**src/rtl/lcdws_pkg.sv**
```systemverilog
package lcdws_pkg;

  // request kinds carried in the slave-side tuser
  localparam logic [1:0] OpInit  = 2'd0;
  localparam logic [1:0] OpWrite = 2'd1;
  localparam logic [1:0] OpGoto  = 2'd2;

  // configuration register indexes
  localparam logic [1:0] CfgCyclesPerMs = 2'd0;
  localparam logic [1:0] CfgPulseCycles = 2'd1;
  localparam logic [1:0] CfgPowerOnMs   = 2'd2;

  // reset values of the configuration registers
  localparam logic [19:0] CyclesPerMsRst = 20'd8000;
  localparam logic [7:0]  PulseCyclesRst = 8'd8;
  localparam logic [7:0]  PowerOnMsRst   = 8'd50;

  // set-ddram-address bases for the two display lines
  localparam logic [7:0] Line0Base = 8'h80;
  localparam logic [7:0] Line1Base = 8'hC0;

  // microcode entry points
  localparam logic [2:0] UcInitPc = 3'd0;
  localparam logic [2:0] UcItemPc = 3'd7;

  typedef struct packed {
    logic       last;       // end of program, back to idle after hold-off
    logic       from_item;  // bus byte and rs come from the captured request
    logic       power_on;   // wait_before takes the power-on delay
    logic [5:0] after_ms;
    logic [7:0] bus_byte;
  } ucode_t;

  // control store: init program at 0..6, single-transfer step at 7
  function automatic ucode_t ucode_word(input logic [2:0] pc);
    ucode_t w;
    w = '{last: 1'b0, from_item: 1'b0, power_on: 1'b0, after_ms: 6'd1, bus_byte: 8'h30};
    case (pc)
      3'd0: begin
        w.power_on = 1'b1;
        w.after_ms = 6'd5;
      end
      3'd1: w.bus_byte = 8'h30;
      3'd2: w.bus_byte = 8'h30;
      3'd3: w.bus_byte = 8'h38;
      3'd4: w.bus_byte = 8'h0C;
      3'd5: w.bus_byte = 8'h01;
      3'd6: begin
        w.bus_byte = 8'h06;
        w.last     = 1'b1;
      end
      default: begin
        w.from_item = 1'b1;
        w.bus_byte  = 8'h00;
        w.last      = 1'b1;
      end
    endcase
    return w;
  endfunction

endpackage

```
**src/rtl/char_lcd_parallel_write_sequencer.sv**
```systemverilog
// channel | dir | handshake             | payload
// --------+-----+-----------------------+------------------------------------------
// request | in  | s_axis_tvalid/tready  | tuser opcode, tdata byte/is_data/row/col
// xfer    | out | m_axis_tvalid/tready  | tdata waits/rs/byte, tlast last transfer
// config  | in  | cfg_we_i              | cfg_idx_i selects, cfg_data_i value
//
// a request is taken only when the sequencer is idle; init yields seven words, write and
// goto one word each, opcode 3 is dropped at once
// each word is loaded from the microcode store in the load state, then waits for
// m_axis_tready, then the timer holds off through a strobe phase set by the pulse-width
// register and a hold phase set by the cycles-per-ms register before the next word or idle
// reset is asynchronous, active low; it restores the configuration register defaults and idles
// a stalled master side simply holds the word; the hold-off starts at its handshake
module char_lcd_parallel_write_sequencer (
  input  logic        clk_i,
  input  logic        rst_ni,
  // config write port
  input  logic        cfg_we_i,
  input  logic [1:0]  cfg_idx_i,
  input  logic [19:0] cfg_data_i,
  // request stream
  input  logic        s_axis_tvalid_i,
  output logic        s_axis_tready_o,
  input  logic [15:0] s_axis_tdata_i,  // byte_value[7:0], is_data[8], row[9], column[15:10]
  input  logic [1:0]  s_axis_tuser_i,  // opcode[1:0]
  // transfer stream
  output logic        m_axis_tvalid_o,
  input  logic        m_axis_tready_i,
  output logic [23:0] m_axis_tdata_o,  // wait_before_ms[7:0], register_select[8],
                                       // bus_byte[16:9], wait_after_ms[22:17], zero[23]
  output logic        m_axis_tlast_o   // last_transfer
);

  // sequencer states
  localparam logic [1:0] StIdle = 2'd0;
  localparam logic [1:0] StLoad = 2'd1;
  localparam logic [1:0] StEmit = 2'd2;
  localparam logic [1:0] StWait = 2'd3;

  logic [1:0]  state_q, state_d;
  logic [2:0]  pc_q, pc_d;

  // configuration registers
  logic [19:0] cycles_per_ms_q;
  logic [7:0]  pulse_cycles_q;
  logic [7:0]  power_on_ms_q;

  // captured request operands
  logic [7:0]  item_byte_q, item_byte_d;
  logic        item_rs_q, item_rs_d;

  // output word register
  logic [7:0]  out_before_q;
  logic        out_rs_q;
  logic [7:0]  out_byte_q;
  logic [5:0]  out_after_q;
  logic        out_last_q;

  lcdws_pkg::ucode_t uc;
  logic        s_fire, m_fire, tmr_done;
  logic [1:0]  opcode;
  logic [7:0]  goto_base;

  assign opcode    = s_axis_tuser_i;
  assign s_fire    = s_axis_tvalid_i && s_axis_tready_o;
  assign m_fire    = m_axis_tvalid_o && m_axis_tready_i;
  assign uc        = lcdws_pkg::ucode_word(pc_q);
  assign goto_base = s_axis_tdata_i[9] ? lcdws_pkg::Line1Base : lcdws_pkg::Line0Base;

  assign s_axis_tready_o = (state_q == StIdle);
  assign m_axis_tvalid_o = (state_q == StEmit);
  assign m_axis_tdata_o  = {1'b0, out_after_q, out_byte_q, out_rs_q, out_before_q};
  assign m_axis_tlast_o  = out_last_q;

  // sequencer: dispatch on opcode, step through the control store
  always_comb begin
    state_d     = state_q;
    pc_d        = pc_q;
    item_byte_d = item_byte_q;
    item_rs_d   = item_rs_q;
    case (state_q)
      StIdle: begin
        if (s_fire) begin
          case (opcode)
            lcdws_pkg::OpInit: begin
              pc_d    = lcdws_pkg::UcInitPc;
              state_d = StLoad;
            end
            lcdws_pkg::OpWrite: begin
              pc_d        = lcdws_pkg::UcItemPc;
              item_byte_d = s_axis_tdata_i[7:0];
              item_rs_d   = s_axis_tdata_i[8];
              state_d     = StLoad;
            end
            lcdws_pkg::OpGoto: begin
              pc_d        = lcdws_pkg::UcItemPc;
              item_byte_d = goto_base + {2'b00, s_axis_tdata_i[15:10]};
              item_rs_d   = 1'b0;
              state_d     = StLoad;
            end
            default: state_d = StIdle;  // unused opcode, dropped
          endcase
        end
      end
      StLoad: state_d = StEmit;
      StEmit: begin
        if (m_fire) state_d = StWait;
      end
      StWait: begin
        if (tmr_done) begin
          if (uc.last) begin
            state_d = StIdle;
          end else begin
            pc_d    = pc_q + 3'd1;
            state_d = StLoad;
          end
        end
      end
      default: state_d = StIdle;
    endcase
  end

  always_ff @(posedge clk_i or negedge rst_ni) begin
    if (!rst_ni) begin
      state_q <= StIdle;
      pc_q    <= lcdws_pkg::UcInitPc;
    end else begin
      state_q <= state_d;
      pc_q    <= pc_d;
    end
  end

  // configuration writes, out-of-range index ignored
  always_ff @(posedge clk_i or negedge rst_ni) begin
    if (!rst_ni) begin
      cycles_per_ms_q <= lcdws_pkg::CyclesPerMsRst;
      pulse_cycles_q  <= lcdws_pkg::PulseCyclesRst;
      power_on_ms_q   <= lcdws_pkg::PowerOnMsRst;
    end else if (cfg_we_i) begin
      case (cfg_idx_i)
        lcdws_pkg::CfgCyclesPerMs: cycles_per_ms_q <= cfg_data_i;
        lcdws_pkg::CfgPulseCycles: pulse_cycles_q  <= cfg_data_i[7:0];
        lcdws_pkg::CfgPowerOnMs:   power_on_ms_q   <= cfg_data_i[7:0];
        default: ;
      endcase
    end
  end

  // payload registers: request operands and the word being offered
  always_ff @(posedge clk_i) begin
    item_byte_q <= item_byte_d;
    item_rs_q   <= item_rs_d;
    if (state_q == StLoad) begin
      out_before_q <= uc.power_on ? power_on_ms_q : 8'd0;
      out_rs_q     <= uc.from_item ? item_rs_q : 1'b0;
      out_byte_q   <= uc.from_item ? item_byte_q : uc.bus_byte;
      out_after_q  <= uc.after_ms;
      out_last_q   <= uc.last;
    end
  end

  // strobe width plus one millisecond of hold-off after each word
  lcdws_holdoff u_holdoff (
    .clk_i           (clk_i),
    .rst_ni          (rst_ni),
    .start_i         (m_fire),
    .pulse_cycles_i  (pulse_cycles_q),
    .cycles_per_ms_i (cycles_per_ms_q),
    .done_o          (tmr_done)
  );

`ifndef SYNTH
  a_one_side_at_a_time: assert property (@(posedge clk_i) disable iff (!rst_ni)
    s_axis_tready_o |-> !m_axis_tvalid_o)
    else $error("request taken while a word is pending");
  a_holdoff_after_word: assert property (@(posedge clk_i) disable iff (!rst_ni)
    m_fire |=> (!m_axis_tvalid_o && (state_q == StWait)))
    else $error("no hold-off after a word");
  a_last_at_program_end: assert property (@(posedge clk_i) disable iff (!rst_ni)
    (m_axis_tvalid_o && m_axis_tlast_o) |-> (pc_q == 3'd6 || pc_q == lcdws_pkg::UcItemPc))
    else $error("tlast outside a program end");
  a_done_only_waiting: assert property (@(posedge clk_i) disable iff (!rst_ni)
    tmr_done |-> (state_q == StWait))
    else $error("hold-off finished outside the wait state");
`endif

endmodule

```
**src/rtl/lcdws_holdoff.sv**
```systemverilog
module lcdws_holdoff (
  input  logic        clk_i,
  input  logic        rst_ni,
  input  logic        start_i,
  input  logic [7:0]  pulse_cycles_i,
  input  logic [19:0] cycles_per_ms_i,
  output logic        done_o
);

  localparam logic [1:0] PhIdle   = 2'd0;
  localparam logic [1:0] PhStrobe = 2'd1;
  localparam logic [1:0] PhHold   = 2'd2;

  logic [1:0]  phase_q, phase_d;
  logic [19:0] cnt_q, cnt_d;
  logic        cnt_end;

  assign cnt_end = (cnt_q <= 20'd1);
  assign done_o  = (phase_q == PhHold) && cnt_end;

  always_comb begin
    phase_d = phase_q;
    cnt_d   = cnt_q;
    case (phase_q)
      PhIdle: begin
        if (start_i) begin
          phase_d = PhStrobe;
          cnt_d   = {12'd0, pulse_cycles_i};
        end
      end
      PhStrobe: begin
        if (cnt_end) begin
          phase_d = PhHold;
          cnt_d   = cycles_per_ms_i;
        end else begin
          cnt_d = cnt_q - 20'd1;
        end
      end
      PhHold: begin
        if (cnt_end) begin
          phase_d = PhIdle;
        end else begin
          cnt_d = cnt_q - 20'd1;
        end
      end
      default: phase_d = PhIdle;
    endcase
  end

  always_ff @(posedge clk_i or negedge rst_ni) begin
    if (!rst_ni) begin
      phase_q <= PhIdle;
      cnt_q   <= 20'd0;
    end else begin
      phase_q <= phase_d;
      cnt_q   <= cnt_d;
    end
  end

`ifndef SYNTH
  a_start_only_idle: assert property (@(posedge clk_i) disable iff (!rst_ni)
    start_i |-> (phase_q == PhIdle))
    else $error("hold-off restarted while running");
  a_done_then_idle: assert property (@(posedge clk_i) disable iff (!rst_ni)
    done_o |=> (phase_q == PhIdle))
    else $error("hold-off did not return to idle");
  a_strobe_to_hold: assert property (@(posedge clk_i) disable iff (!rst_ni)
    (phase_q == PhStrobe && cnt_end) |=> (phase_q == PhHold))
    else $error("strobe did not hand over to hold");
`endif

endmodule

```
**config.mk**
```make
export PLATFORM = sky130hd
export DESIGN_NAME = char_lcd_parallel_write_sequencer
export DESIGN_NICKNAME = d
export VERILOG_FILES = /design/src/rtl/lcdws_pkg.sv /design/src/rtl/char_lcd_parallel_write_sequencer.sv /design/src/rtl/lcdws_holdoff.sv
export SDC_FILE = /design/constraint.sdc
export NUM_CORES = 1
export LEC_CHECK = 0
export CAP_MARGIN = 0
export CORE_ASPECT_RATIO = 0.75
export CORE_UTILIZATION = 55
export DETAILED_ROUTE_END_ITERATION = 8
export DONT_BUFFER_PORTS = 1
export PLACE_DENSITY = 0.84
export REMOVE_ABC_BUFFERS = 1
export SLEW_MARGIN = 40
export SYNTH_ARGS = -nofsm -noshare
export SYNTH_HDL_FRONTEND = slang
export SYNTH_SLANG_ARGS = --single-unit
```
**constraint.sdc**
```tcl
create_clock -name clk_i -period 2.2 [get_ports clk_i]
set_clock_uncertainty 0.05 [all_clocks]
set_input_delay 0.22 -clock clk_i [delete_from_list [all_inputs] [get_ports clk_i]]
set_output_delay 0.22 -clock clk_i [all_outputs]
set_load 0.005 [all_outputs]
```
==> impl_metrics.prom, run 1 <==
# TYPE chip_impl_metric gauge
chip_impl_info{name="tritoncts",value="built"} 1
chip_impl_metric{name="maxCapViolations",unit=""} 0
chip_impl_metric{name="worst_endpoint_data_arrival_time",unit="ns"} 2.40
chip_impl_metric{name="drt_first_pass_iters",unit=""} 5
chip_impl_metric{name="number_of_distinct_library_cells_after_synthesis",unit=""} 66
chip_impl_metric{name="postRouteAntennaNets",unit=""} 0
chip_impl_info{name="violations",value="negative setup slack"} 1
chip_impl_info{name="critical_path_type",value="register to register"} 1
chip_impl_metric{name="first_global_vias",unit=""} 3730
chip_impl_metric{name="core_area",unit="um^2"} 8490
chip_impl_metric{name="clock_sink_count",unit=""} 91
chip_impl_metric{name="hold_path_depth",unit=""} 1
chip_impl_metric{name="num_antenna_cells",unit=""} 0
chip_impl_info{name="clk_root_buffer_cell",value="sky130_fd_sc_hd__clkbuf_16"} 1
chip_impl_metric{name="share_of_the_cycle_needed_by_the_critical_path_after_routing",unit="%"} 102
chip_impl_metric{name="globalRouteOverflowTotal",unit=""} 0
chip_impl_metric{name="largest_net_degree_at_the_start_of_global_routing",unit=""} 64
chip_impl_metric{name="vias",unit=""} 3884
chip_impl_metric{name="fin_hold_ws",unit="ns"} 0.0383
chip_impl_metric{name="period_minus_slack",unit="ns"} 2.24
chip_impl_info{name="critical_path.cell_chain",value="or4_4 > nor4_4 > buf_4 > a31oi_4 > and2_4 > a21oi_1 > a221oi_1"} 1
chip_impl_metric{name="die_x",unit="um"} 110
chip_impl_metric{name="syn-instance-count",unit=""} 440
chip_impl_info{name="holdCritPathClass",value="input port to register"} 1
chip_impl_info{name="outcome",value="finished, violations left"} 1
chip_impl_metric{name="grt_util_all_layers",unit="%"} 26.6
chip_impl_metric{name="worstRegToRegCells",unit=""} 7
chip_impl_metric{name="relSlewSlack",unit="%"} 59.5
chip_impl_metric{name="count_of_warnings_emitted_by_yosys",unit=""} 0
chip_impl_metric{name="finalWeightedCongestion",unit=""} 0.918
chip_impl_metric{name="cts.clk_slew.worst_paths",unit="ns"} 0.07
chip_impl_metric{name="total_wire_length_after_detailed_routing",unit="mm"} 12.5
chip_impl_info{name="rr_startpoint",value="u_holdoff.cnt_q[5]"} 1
chip_impl_metric{name="postLayoutCoreUtil",unit="%"} 70.5
chip_impl_metric{name="grt_antenna_before_repair",unit=""} 0
chip_impl_metric{name="clkLatencyLatePin",unit="ns"} 0.35
chip_impl_metric{name="cts_inserted_buffers",unit=""} 9
chip_impl_metric{name="number_of_flops_mapped_to_enable_cells_by_yosys",unit=""} 28
chip_impl_info{name="mostFrequentLayoutCell",value="sky130_fd_sc_hd__dfrtp_1"} 1
chip_impl_info{name="timing.critical_path.max_delay_family",value="simple AND/OR/NAND/NOR gates"} 1
chip_impl_metric{name="setup_slack",unit="ns"} -0.0418
chip_impl_metric{name="std_cell_rows",unit=""} 29
chip_impl_metric{name="post_synth_instance_area",unit="um^2"} 4840
chip_impl_metric{name="worst_ir_drop_vdd",unit="mV"} 0.744
chip_impl_metric{name="number_of_buffers_inserted_by_port_buffering",unit=""} 0
chip_impl_metric{name="dp.final_hpwl",unit="mm"} 7.54
chip_impl_metric{name="critPathMaxStageDelay",unit="ns"} 0.55
chip_impl_metric{name="critical_path_peak_fanout",unit=""} 6
chip_impl_metric{name="power.static_leakage",unit="uW"} 0.00247
chip_impl_info{name="layout_common_cells",value="sky130_fd_sc_hd__dfrtp_1, sky130_fd_sc_hd__buf_4, sky130_fd_sc_hd__mux2_2"} 1
chip_impl_metric{name="path_depth",unit=""} 7
chip_impl_metric{name="flow.area_growth_from_synthesis",unit="%"} 23.7
chip_impl_metric{name="max_freq",unit="MHz"} 446
chip_impl_metric{name="final_setup_violation_count",unit=""} 6
chip_impl_metric{name="met1Wirelength",unit="mm"} 5.19
chip_impl_metric{name="clk_path_buf_depth",unit=""} 2
chip_impl_metric{name="top_level_ports",unit=""} 72
chip_impl_metric{name="met2WireLength",unit="mm"} 5.90
chip_impl_metric{name="wl_per_cell",unit="um"} 20.3
chip_impl_metric{name="routed_via_density",unit=""} 6.32
chip_impl_metric{name="drt_drc_violations_left",unit=""} 0
chip_impl_info{name="critical_path.slowest_cell",value="sky130_fd_sc_hd__or4_4"} 1
chip_impl_metric{name="power-per-cell-area",unit="nW/um^2"} 1470
chip_impl_metric{name="drt_iter0_drc",unit=""} 343
chip_impl_info{name="postSynth.topFlopCell",value="sky130_fd_sc_hd__dfrtp_1"} 1
chip_impl_info{name="grt_setup_unrepaired",value="yes"} 1
chip_impl_metric{name="synth-async-reset-ratio",unit="%"} 69.2
chip_impl_metric{name="die_h",unit="um"} 83.3
chip_impl_metric{name="synth-seq-cells",unit=""} 91
chip_impl_metric{name="design.final.nets",unit=""} 564
chip_impl_info{name="worst_setup_path_end_kind",value="register"} 1
chip_impl_info{name="topRoutingLayerUsed",value="met4"} 1
chip_impl_metric{name="global_route_wire_length_before_repair",unit="mm"} 18.5
chip_impl_metric{name="report.final.hold_viol_count",unit=""} 0
chip_impl_metric{name="dr_wl_met3",unit="mm"} 1.03
chip_impl_metric{name="finalMaxSlewViolations",unit=""} 0
chip_impl_metric{name="synth_seq_area_share",unit="%"} 50.2
chip_impl_info{name="critical_path.startpoint",value="u_holdoff.cnt_q[5]"} 1
chip_impl_metric{name="cts_max_level",unit=""} 3
chip_impl_metric{name="worst_slew_pin_slew",unit="ns"} 0.607
chip_impl_metric{name="place_ws",unit="ns"} -0.161
chip_impl_metric{name="postSynthAreaPerCell",unit="um^2"} 11.0
chip_impl_metric{name="crit_buf_inv",unit=""} 1
chip_impl_metric{name="initial_utilization",unit="%"} 57.0
chip_impl_metric{name="share_of_final_layout_standard_cells_stronger_than_drive_strength_1",unit="%"} 34.3
chip_impl_metric{name="cp.required",unit="ns"} 2.36
chip_impl_metric{name="die_footprint",unit="um^2"} 9190
chip_impl_info{name="worstSetupStartpointType",value="register"} 1
chip_impl_info{name="worstHoldStart",value="s_axis_tdata_i[0]"} 1
[report_power, final]
| group | switching, uW | internal, uW | leakage, uW |
|---|---|---|---|
| clock network | 661 | 829 | 0.000138 |
| logic | 2580 | 2010 | 0.00131 |
| registers | 355 | 2360 | 0.00103 |
| total | 3600 | 5200 | 0.00247 |
[per-layer routing]
layer  vias up  track usage, %
li1       1701               -
met2       240            41.2
met4         0            9.45
met5         -               0
met3        42            6.51
met1      1901            36.2
[logic make-up after synthesis]
family | share of synthesized area [%]
and+or+nand+nor | 14.4
DFF | 50.2
AOI/OAI and AO/OA | 12.6
muxes | 11.8
buffers and inverters | 4.99
adders and majority gates | 4.39
xor gates and xnor gates | 1.45
other | 0.155
[layout make-up]
class                           instances  area, um^2
Timing Repair Buffer                   77         672
Inverter                               20        75.1
Tap cell                              108         135
Multi-Input combinational cell        303        2380
Sequential cell                        91        2430
Clock inverter                          5        37.5
Fill cell                             544        2500
Clock buffer                           11         253
[sequential cells by signal, summed over array words and instances, names as in the netlist]
| name | cells |
|---|---|
| item_byte_q | 8 |
| item_rs_q | 1 |
| u_holdoff.phase_q | 2 |
| out_byte_q | 8 |
| u_holdoff.cnt_q | 20 |
| power_on_ms_q | 8 |
| out_before_q | 8 |
| m_axis_tlast_o | 1 |
| out_rs_q | 1 |
| out_after_q | 1 |
| state_q | 2 |
| pc_q | 3 |
| pulse_cycles_q | 8 |
| cycles_per_ms_q | 20 |
[stage by stage]
step                cells  power [uW]  TNS [ns]  area [um^2]
CTS                   606        8070         0         5760
global route          615        9250    -0.818         5990
floorplan             414        4990    -14.98         4690
detailed placement    567        6380    -0.659         5170
global placement      567        6190    -0.673         5170
finish                615        8800    -0.129         5990
[synthesized netlist by cell type (11+ instances only)]
| cell type | instances | area [um^2] |
|---|---|---|
| sky130_fd_sc_hd__dfrtp_1 | 53 | 1330 |
| sky130_fd_sc_hd__mux2_2 | 47 | 529 |
| sky130_fd_sc_hd__inv_1 | 20 | 75.1 |
| sky130_fd_sc_hd__clkbuf_1 | 14 | 52.6 |
| sky130_fd_sc_hd__o21ai_0 | 15 | 75.1 |
| sky130_fd_sc_hd__nand3_1 | 20 | 100 |
| sky130_fd_sc_hd__nor2_1 | 32 | 120 |
| sky130_fd_sc_hd__nand2_1 | 29 | 109 |
| sky130_fd_sc_hd__edfxtp_1 | 28 | 841 |
| sky130_fd_sc_hd__ha_1 | 17 | 213 |
| sky130_fd_sc_hd__and2_1 | 15 | 93.8 |
| sky130_fd_sc_hd__a21oi_1 | 11 | 55.1 |
[path summary, 6_finish.rpt]
kind | end | slack, ns
worst min-delay path | item_byte_q[0] | 0.04
worst min register to register | power_on_ms_q[3] | 0.45
worst max register to register | u_holdoff.cnt_q[11] | -0.04
max in group asynchronous | cycles_per_ms_q[12] | 1.42
min in group asynchronous | cycles_per_ms_q[7] | 0.37
worst max-delay path | u_holdoff.cnt_q[11] | -0.04
[worst reg2reg max path, delay by kind of cell (launching register included)]
| kind | cells | cell delay, ns |
|---|---|---|
| and+or+nand+nor | 3 | 1.07 |
| DFF | 1 | 0.41 |
| AOI/OAI and AO/OA | 3 | 0.37 |
| buffers and inverters | 1 | 0.20 |
[timing repair]
action	in CTS	in global routing
endpoints found under the hold margin	100	0
gates cloned	0	1
buffers inserted	0	8
endpoints found under the setup margin	15	29
resized for setup	10	43
pin swaps	1	11
hold buffers	23	0
Power figures use the tool's default switching activity.
==> inputs of run 2 (changes only) <==
--- a/config.mk
+++ b/config.mk
@@ -10,6 +10,7 @@
 export CORE_UTILIZATION = 55
 export DETAILED_ROUTE_END_ITERATION = 8
 export DONT_BUFFER_PORTS = 1
+export MAX_ROUTING_LAYER = met4
 export PLACE_DENSITY = 0.84
 export REMOVE_ABC_BUFFERS = 1
 export SLEW_MARGIN = 40
==> impl_metrics.prom, run 2 (synthesis results as in run 1) <==
# TYPE chip_impl_metric gauge
chip_impl_metric{name="worst_ir_drop_vdd",unit="mV"} 0.732
chip_impl_metric{name="clkLatencyLatePin",unit="ns"} 0.35
chip_impl_metric{name="wl_per_cell",unit="um"} 20.9
chip_impl_metric{name="period_minus_slack",unit="ns"} 2.25
chip_impl_info{name="top_regs",value="cycles_per_ms_q (20), u_holdoff.cnt_q (20)"} 1
chip_impl_metric{name="critical_path_peak_fanout",unit=""} 12
chip_impl_metric{name="final-instance-count-excl-fill",unit=""} 621
chip_impl_metric{name="overall_power",unit="uW"} 9240
chip_impl_metric{name="power.static_leakage",unit="uW"} 0.00252
chip_impl_info{name="tritoncts",value="built"} 1
chip_impl_metric{name="power.share.sequential",unit="%"} 29.3
chip_impl_metric{name="finalMaxSlewViolations",unit=""} 0
chip_impl_metric{name="total_wire_length_after_detailed_routing",unit="mm"} 13.0
chip_impl_metric{name="clock_sink_count",unit=""} 91
chip_impl_metric{name="worst_slew_pin_slew",unit="ns"} 0.618
chip_impl_info{name="rr_startpoint",value="u_holdoff.cnt_q[4]"} 1
chip_impl_metric{name="worstRegToRegCells",unit=""} 9
chip_impl_metric{name="worst_endpoint_data_arrival_time",unit="ns"} 2.43
chip_impl_metric{name="die_footprint",unit="um^2"} 9190
chip_impl_metric{name="max_freq",unit="MHz"} 445
chip_impl_metric{name="first_global_vias",unit=""} 3783
chip_impl_info{name="worstHoldStart",value="s_axis_tdata_i[8]"} 1
chip_impl_metric{name="share_of_final_layout_standard_cells_stronger_than_drive_strength_1",unit="%"} 35.9
chip_impl_metric{name="grt_antenna_before_repair",unit=""} 0
chip_impl_info{name="worst_r2r_endpoint",value="u_holdoff.cnt_q[6]"} 1
chip_impl_info{name="worstSetupStartpointType",value="register"} 1
chip_impl_metric{name="p_sw_share",unit="%"} 40.5
chip_impl_metric{name="fillcell_total",unit=""} 540
chip_impl_metric{name="power-per-cell-area",unit="nW/um^2"} 1510
chip_impl_metric{name="final.setup.tns",unit="ns"} -0.302
chip_impl_info{name="clk_root_buffer_cell",value="sky130_fd_sc_hd__clkbuf_16"} 1
chip_impl_metric{name="net-switching-power",unit="uW"} 3740
chip_impl_metric{name="initial_utilization",unit="%"} 57.0
chip_impl_metric{name="postRouteAntennaNets",unit=""} 0
chip_impl_metric{name="p_comb_share",unit="%"} 51.9
chip_impl_metric{name="r2r_setup_slack",unit="ns"} -0.05
chip_impl_metric{name="drt_first_pass_iters",unit=""} 7
chip_impl_metric{name="p_clk_share",unit="%"} 18.8
chip_impl_metric{name="cts.clk_slew.worst_paths",unit="ns"} 0.07
chip_impl_info{name="violations",value="negative setup slack"} 1
chip_impl_metric{name="finalWeightedCongestion",unit=""} 0.896
chip_impl_metric{name="globalRouteOverflowTotal",unit=""} 0
chip_impl_metric{name="number_of_buffers_inserted_by_port_buffering",unit=""} 0
chip_impl_info{name="outcome",value="finished, violations left"} 1
chip_impl_info{name="mostFrequentLayoutCell",value="sky130_fd_sc_hd__dfrtp_1"} 1
chip_impl_metric{name="place_ws",unit="ns"} -0.231
chip_impl_metric{name="report.final.hold_viol_count",unit=""} 0
chip_impl_metric{name="design.final.nets",unit=""} 570
chip_impl_metric{name="die_h",unit="um"} 83.3
chip_impl_metric{name="dp.final_hpwl",unit="mm"} 7.64
chip_impl_metric{name="flow.area_growth_from_synthesis",unit="%"} 26.5
chip_impl_metric{name="numPlacedInstances",unit=""} 569
chip_impl_metric{name="num_antenna_cells",unit=""} 0
chip_impl_metric{name="hold_path_depth",unit=""} 1
chip_impl_metric{name="cts_max_level",unit=""} 3
chip_impl_metric{name="fin_hold_ws",unit="ns"} 0.0233
chip_impl_info{name="layout_common_cells",value="sky130_fd_sc_hd__dfrtp_1, sky130_fd_sc_hd__buf_4, sky130_fd_sc_hd__mux2_2"} 1
chip_impl_metric{name="largest_net_degree_at_the_start_of_global_routing",unit=""} 64
chip_impl_metric{name="internal_power",unit="uW"} 5490
chip_impl_info{name="critical_path_type",value="register to register"} 1
chip_impl_info{name="holdCritPathClass",value="input port to register"} 1
chip_impl_metric{name="cp.required",unit="ns"} 2.39
chip_impl_metric{name="die_x",unit="um"} 110
chip_impl_info{name="worstHoldEndpoint",value="item_rs_q"} 1
chip_impl_metric{name="cts_inserted_buffers",unit=""} 9
chip_impl_metric{name="drt_iter0_drc",unit=""} 320
chip_impl_metric{name="multiInputGateArea",unit="um^2"} 2420
chip_impl_metric{name="routed_via_density",unit=""} 6.46
chip_impl_metric{name="core_area",unit="um^2"} 8490
chip_impl_metric{name="top_level_ports",unit=""} 72
chip_impl_metric{name="setup_slack",unit="ns"} -0.0491
chip_impl_metric{name="grt_util_all_layers",unit="%"} 27.1
chip_impl_metric{name="seqCellArea",unit="um^2"} 2430
chip_impl_metric{name="clk_path_buf_depth",unit=""} 2
chip_impl_metric{name="maxCapViolations",unit=""} 0
chip_impl_metric{name="drt_drc_violations_left",unit=""} 0
chip_impl_info{name="grt_setup_unrepaired",value="yes"} 1
chip_impl_metric{name="relSlewSlack",unit="%"} 58.8
chip_impl_info{name="worst_setup_path_end_kind",value="register"} 1
chip_impl_metric{name="std_cell_rows",unit=""} 29
chip_impl_metric{name="final_setup_violation_count",unit=""} 13
chip_impl_metric{name="share_of_the_cycle_needed_by_the_critical_path_after_routing",unit="%"} 102
chip_impl_metric{name="global_route_wire_length_before_repair",unit="mm"} 18.4
chip_impl_metric{name="vias",unit=""} 4010
[run 2: cell count changes in the layout (fill, tap and decap cells not counted), moves of 3 or more]
cell,delta
sky130_fd_sc_hd__nand3_1,-3
sky130_fd_sc_hd__nand2_2,+3
sky130_fd_sc_hd__nand3_2,+3
sky130_fd_sc_hd__buf_6,+5
[run 2: how the worst max path moves through the flow]
stage	from	end	slack, ns	depth (start not counted)
6_report	u_holdoff.cnt_q[4]	u_holdoff.cnt_q[6]	-0.05	9
5_1_grt	u_holdoff.cnt_q[4]	u_holdoff.cnt_q[0]	-0.10	9
4_1_cts	pc_q[0]	out_byte_q[1]	-0.04	6
3_5_place_dp	pc_q[1]	pc_q[2]	-0.23	7
3_3_place_gp	pc_q[1]	pc_q[2]	-0.16	7
2_1_floorplan	pc_q[0]	out_byte_q[2]	-0.63	6
[run 2: worst max-delay path: stages, from the launching register on]
cell and delay [ns]:
sky130_fd_sc_hd__dfrtp_1 0.39, sky130_fd_sc_hd__buf_4 0.15, sky130_fd_sc_hd__nor4_4 0.36, sky130_fd_sc_hd__nand3b_1 0.19, sky130_fd_sc_hd__nor2_2 0.20, sky130_fd_sc_hd__buf_6 0.16
sky130_fd_sc_hd__a21o_1 0.16, sky130_fd_sc_hd__buf_4 0.20, sky130_fd_sc_hd__nor2_1 0.07, sky130_fd_sc_hd__a22o_1 0.21
[run 2: layer usage]
layer | track usage, % | wire length [um] | vias to the layer above
met5 | - | 0 | -
met4 | 9.21 | 381 | 0
met3 | 7.30 | 1160 | 48
met2 | 40.9 | 6190 | 251
met1 | 35.3 | 5220 | 1987
li1 | - | - | 1724
[run 2: timing repair]
item	CTS	global route
gates resized for setup	7	56
gates cloned	0	0
hold buffers	23	0
buffers inserted	0	13
endpoints found under the hold margin	100	0
endpoints found under the setup margin	19	34
pin swaps	1	24
[run 2: cell type report]
type                    count  area share, %
multi-input cells         303           39.5
flip-flops and latches     91           39.7
repair buffers             83           11.9
well taps                 108           2.21
inverters                  20           1.23
clock inverters             6           1.53
clock buffers              10           3.90
[run 2: per-stage QoR]
stage	util [%]	cell area, um^2
final	72.2	6130
after global placement	61.1	5180
after global routing	72.2	6130
after floorplan	-	4690
after CTS	68.3	5800
after detailed placement	61.1	5180
[run 2: power by group through the flow]
stage                     Combinational [uW]  Clock, uW  Sequential [uW]
after global routing                    5090       1810             2760
after detailed placement                3710          0             2700
after floorplan                         2340          0             2650
after CTS                               3900       1740             2680
final                                   4790       1740             2710
after global placement                  3560          0             2670
==> inputs of run 3 (changes only) <==
--- a/config.mk
+++ b/config.mk
@@ -10,8 +10,10 @@
 export CORE_UTILIZATION = 55
 export DETAILED_ROUTE_END_ITERATION = 8
 export DONT_BUFFER_PORTS = 1
+export HOLD_SLACK_MARGIN = 0.1
 export MAX_ROUTING_LAYER = met4
 export PLACE_DENSITY = 0.84
+export RECOVER_POWER = 100
 export REMOVE_ABC_BUFFERS = 1
 export SLEW_MARGIN = 40
 export SYNTH_ARGS = -nofsm -noshare
==> constraint.sdc (replaced) <==
create_clock -name clk_i -period 2.2 [get_ports clk_i]
set_clock_uncertainty 0.05 [all_clocks]
set_input_delay 0.44 -clock clk_i [delete_from_list [all_inputs] [get_ports clk_i]]
set_output_delay 0.44 -clock clk_i [all_outputs]
set_load 0.005 [all_outputs]
==> impl_metrics.prom, run 3 (synthesis results as in run 1) <==
# TYPE chip_impl_metric gauge
chip_impl_metric{name="finalWeightedCongestion",unit=""} 0.896
chip_impl_metric{name="postLayoutCoreUtil",unit="%"} 69.2
chip_impl_metric{name="fillcell_total",unit=""} 569
chip_impl_metric{name="grt_antenna_before_repair",unit=""} 0
chip_impl_metric{name="global_route_wire_length_before_repair",unit="mm"} 17.9
chip_impl_info{name="worstSetupStartpointType",value="register"} 1
chip_impl_metric{name="grt_util_all_layers",unit="%"} 26.4
chip_impl_metric{name="cts.clk_slew.worst_paths",unit="ns"} 0.07
chip_impl_metric{name="power.share.sequential",unit="%"} 29.7
chip_impl_metric{name="max_freq",unit="MHz"} 441
chip_impl_metric{name="overall_power",unit="uW"} 9080
chip_impl_metric{name="fin_hold_ws",unit="ns"} 0.190
chip_impl_metric{name="core_area",unit="um^2"} 8490
chip_impl_metric{name="total_wire_length_after_detailed_routing",unit="mm"} 12.3
chip_impl_info{name="worstHoldStart",value="cfg_data_i[10]"} 1
chip_impl_info{name="grt_setup_unrepaired",value="yes"} 1
chip_impl_metric{name="worst_endpoint_data_arrival_time",unit="ns"} 2.45
chip_impl_metric{name="cts_max_level",unit=""} 3
chip_impl_metric{name="critical_path_peak_fanout",unit=""} 3
chip_impl_metric{name="num_antenna_cells",unit=""} 0
chip_impl_metric{name="die_footprint",unit="um^2"} 9190
chip_impl_metric{name="worst_ir_drop_vdd",unit="mV"} 0.708
chip_impl_metric{name="vias",unit=""} 3876
chip_impl_metric{name="dp.final_hpwl",unit="mm"} 7.64
chip_impl_metric{name="finalMaxSlewViolations",unit=""} 0
chip_impl_metric{name="top_level_ports",unit=""} 72
chip_impl_metric{name="initial_utilization",unit="%"} 57.0
chip_impl_metric{name="routed_via_density",unit=""} 6.46
chip_impl_metric{name="design.final.nets",unit=""} 549
chip_impl_metric{name="final_setup_violation_count",unit=""} 17
chip_impl_info{name="clk_root_buffer_cell",value="sky130_fd_sc_hd__clkbuf_16"} 1
chip_impl_metric{name="maxCapViolations",unit=""} 0
chip_impl_metric{name="postRouteAntennaNets",unit=""} 0
chip_impl_info{name="top_regs",value="cycles_per_ms_q (20), u_holdoff.cnt_q (20)"} 1
chip_impl_info{name="holdCritPathClass",value="input port to register"} 1
chip_impl_metric{name="share_of_the_cycle_needed_by_the_critical_path_after_routing",unit="%"} 103
chip_impl_info{name="worstHoldEndpoint",value="cycles_per_ms_q[10]"} 1
chip_impl_metric{name="clock_sink_count",unit=""} 91
chip_impl_metric{name="place_ws",unit="ns"} -0.231
chip_impl_metric{name="die_x",unit="um"} 110
chip_impl_metric{name="first_global_vias",unit=""} 3688
chip_impl_metric{name="power-per-cell-area",unit="nW/um^2"} 1550
chip_impl_metric{name="final-instance-count-excl-fill",unit=""} 600
chip_impl_metric{name="p_comb_share",unit="%"} 51.4
chip_impl_metric{name="p_sw_share",unit="%"} 40.2
chip_impl_metric{name="r2r_setup_slack",unit="ns"} -0.07
chip_impl_info{name="violations",value="negative setup slack"} 1
chip_impl_metric{name="net-switching-power",unit="uW"} 3650
chip_impl_info{name="worst_setup_path_end_kind",value="register"} 1
chip_impl_metric{name="share_of_final_layout_standard_cells_stronger_than_drive_strength_1",unit="%"} 36.2
chip_impl_metric{name="die_h",unit="um"} 83.3
chip_impl_metric{name="internal_power",unit="uW"} 5430
chip_impl_metric{name="hold_path_depth",unit=""} 1
chip_impl_info{name="rr_startpoint",value="u_holdoff.cnt_q[5]"} 1
chip_impl_metric{name="p_clk_share",unit="%"} 18.9
chip_impl_metric{name="cp.required",unit="ns"} 2.38
chip_impl_metric{name="setup_slack",unit="ns"} -0.0698
chip_impl_info{name="layout_common_cells",value="sky130_fd_sc_hd__dfrtp_1, sky130_fd_sc_hd__mux2_2, sky130_fd_sc_hd__buf_4"} 1
chip_impl_metric{name="clkLatencyLatePin",unit="ns"} 0.35
chip_impl_info{name="mostFrequentLayoutCell",value="sky130_fd_sc_hd__dfrtp_1"} 1
chip_impl_metric{name="report.final.hold_viol_count",unit=""} 0
chip_impl_info{name="worst_r2r_endpoint",value="u_holdoff.cnt_q[9]"} 1
chip_impl_metric{name="worst_slew_pin_slew",unit="ns"} 1.29
chip_impl_metric{name="drt_first_pass_iters",unit=""} 5
chip_impl_info{name="outcome",value="finished, violations left"} 1
chip_impl_metric{name="largest_net_degree_at_the_start_of_global_routing",unit=""} 64
chip_impl_metric{name="cts_inserted_buffers",unit=""} 9
chip_impl_metric{name="worstRegToRegCells",unit=""} 8
chip_impl_metric{name="std_cell_rows",unit=""} 29
chip_impl_metric{name="flow.area_growth_from_synthesis",unit="%"} 21.3
chip_impl_metric{name="globalRouteOverflowTotal",unit=""} 0
chip_impl_metric{name="wl_per_cell",unit="um"} 20.5
chip_impl_metric{name="relSlewSlack",unit="%"} 14.1
chip_impl_metric{name="period_minus_slack",unit="ns"} 2.27
chip_impl_metric{name="power.static_leakage",unit="uW"} 0.00240
chip_impl_metric{name="drt_iter0_drc",unit=""} 329
chip_impl_metric{name="number_of_buffers_inserted_by_port_buffering",unit=""} 0
chip_impl_info{name="critical_path_type",value="register to register"} 1
chip_impl_metric{name="clk_path_buf_depth",unit=""} 2
chip_impl_metric{name="numPlacedInstances",unit=""} 569
chip_impl_info{name="tritoncts",value="built"} 1
chip_impl_metric{name="drt_drc_violations_left",unit=""} 0
-- run 3: cell count changes in the layout (fill, tap and decap cells not counted), sizes merged --
cell,change
buf,-6
clkbuf,+6
dlygate4sd3,-21
-- run 3: final cells by class --
class | count | area (um^2) | area share [%]
Clock buffer | 10 | 239 | 4.07
Sequential cell | 91 | 2430 | 41.4
Clock inverter | 6 | 93.8 | 1.60
Tap cell | 108 | 135 | 2.30
Multi-Input combinational cell | 303 | 2410 | 41.1
Inverter | 20 | 75.1 | 1.28
Timing Repair Buffer | 62 | 484 | 8.25
-- run 3: repair_timing --
| action | in CTS | in global routing |
|---|---|---|
| hold endpoints to repair | 63 | 0 |
| endpoints found under the setup margin | 19 | 34 |
| hold buffers | 2 | 0 |
| resized for setup | 7 | 56 |
| setup buffers | 0 | 13 |
| pin swaps | 1 | 24 |
-- run 3: worst max-delay path, cell delays in order (launching register included) --
cell and delay [ns]:
sky130_fd_sc_hd__dfrtp_1 0.40, sky130_fd_sc_hd__or4_4 0.57, sky130_fd_sc_hd__nor4_4 0.32, sky130_fd_sc_hd__nand2_4 0.10, sky130_fd_sc_hd__buf_6 0.15, sky130_fd_sc_hd__buf_6 0.11
sky130_fd_sc_hd__mux2i_1 0.15, sky130_fd_sc_hd__o21ai_1 0.09, sky130_fd_sc_hd__a32o_1 0.21
-- run 3: stage by stage --
stage	cell area [um^2]	setup TNS, ns
CTS	5590	-0.140
detailed placement	5180	-1.07
global route	5870	-2.41
global placement	5180	-0.611
finish	5870	-0.545
floorplan	4690	-19.38
-- run 3: power by group through the flow --
stage / clock (uW) / combinational, uW / sequential, uW
final: 1720 / 4670 / 2700
after global routing: 1800 / 4960 / 2760
after CTS: 1740 / 3870 / 2680
after detailed placement: 0 / 3710 / 2700
after global placement: 0 / 3560 / 2670
after floorplan: 0 / 2340 / 2650
-- run 3: worst max path at each step --
stage,startpoint,to,slack [ns],depth (start not counted)
after detailed placement,pc_q[1],pc_q[2],-0.23,7
after CTS,pc_q[0],out_byte_q[1],-0.04,6
after floorplan,pc_q[0],out_byte_q[2],-0.63,6
after global placement,pc_q[1],pc_q[2],-0.16,7
after global routing,u_holdoff.cnt_q[5],u_holdoff.cnt_q[2],-0.13,8
final,u_holdoff.cnt_q[5],u_holdoff.cnt_q[9],-0.07,8
-- run 3: per-layer routing --
metal	track usage, %	part of all wire [%]	wire length (um)	up-vias
met4	9.33	2.1	260	0
met1	34.6	41	5010	1930
met3	6.83	9.4	1150	32
met2	39.7	48	5880	241
met5	-	0	0	-
li1	-	-	-	1673
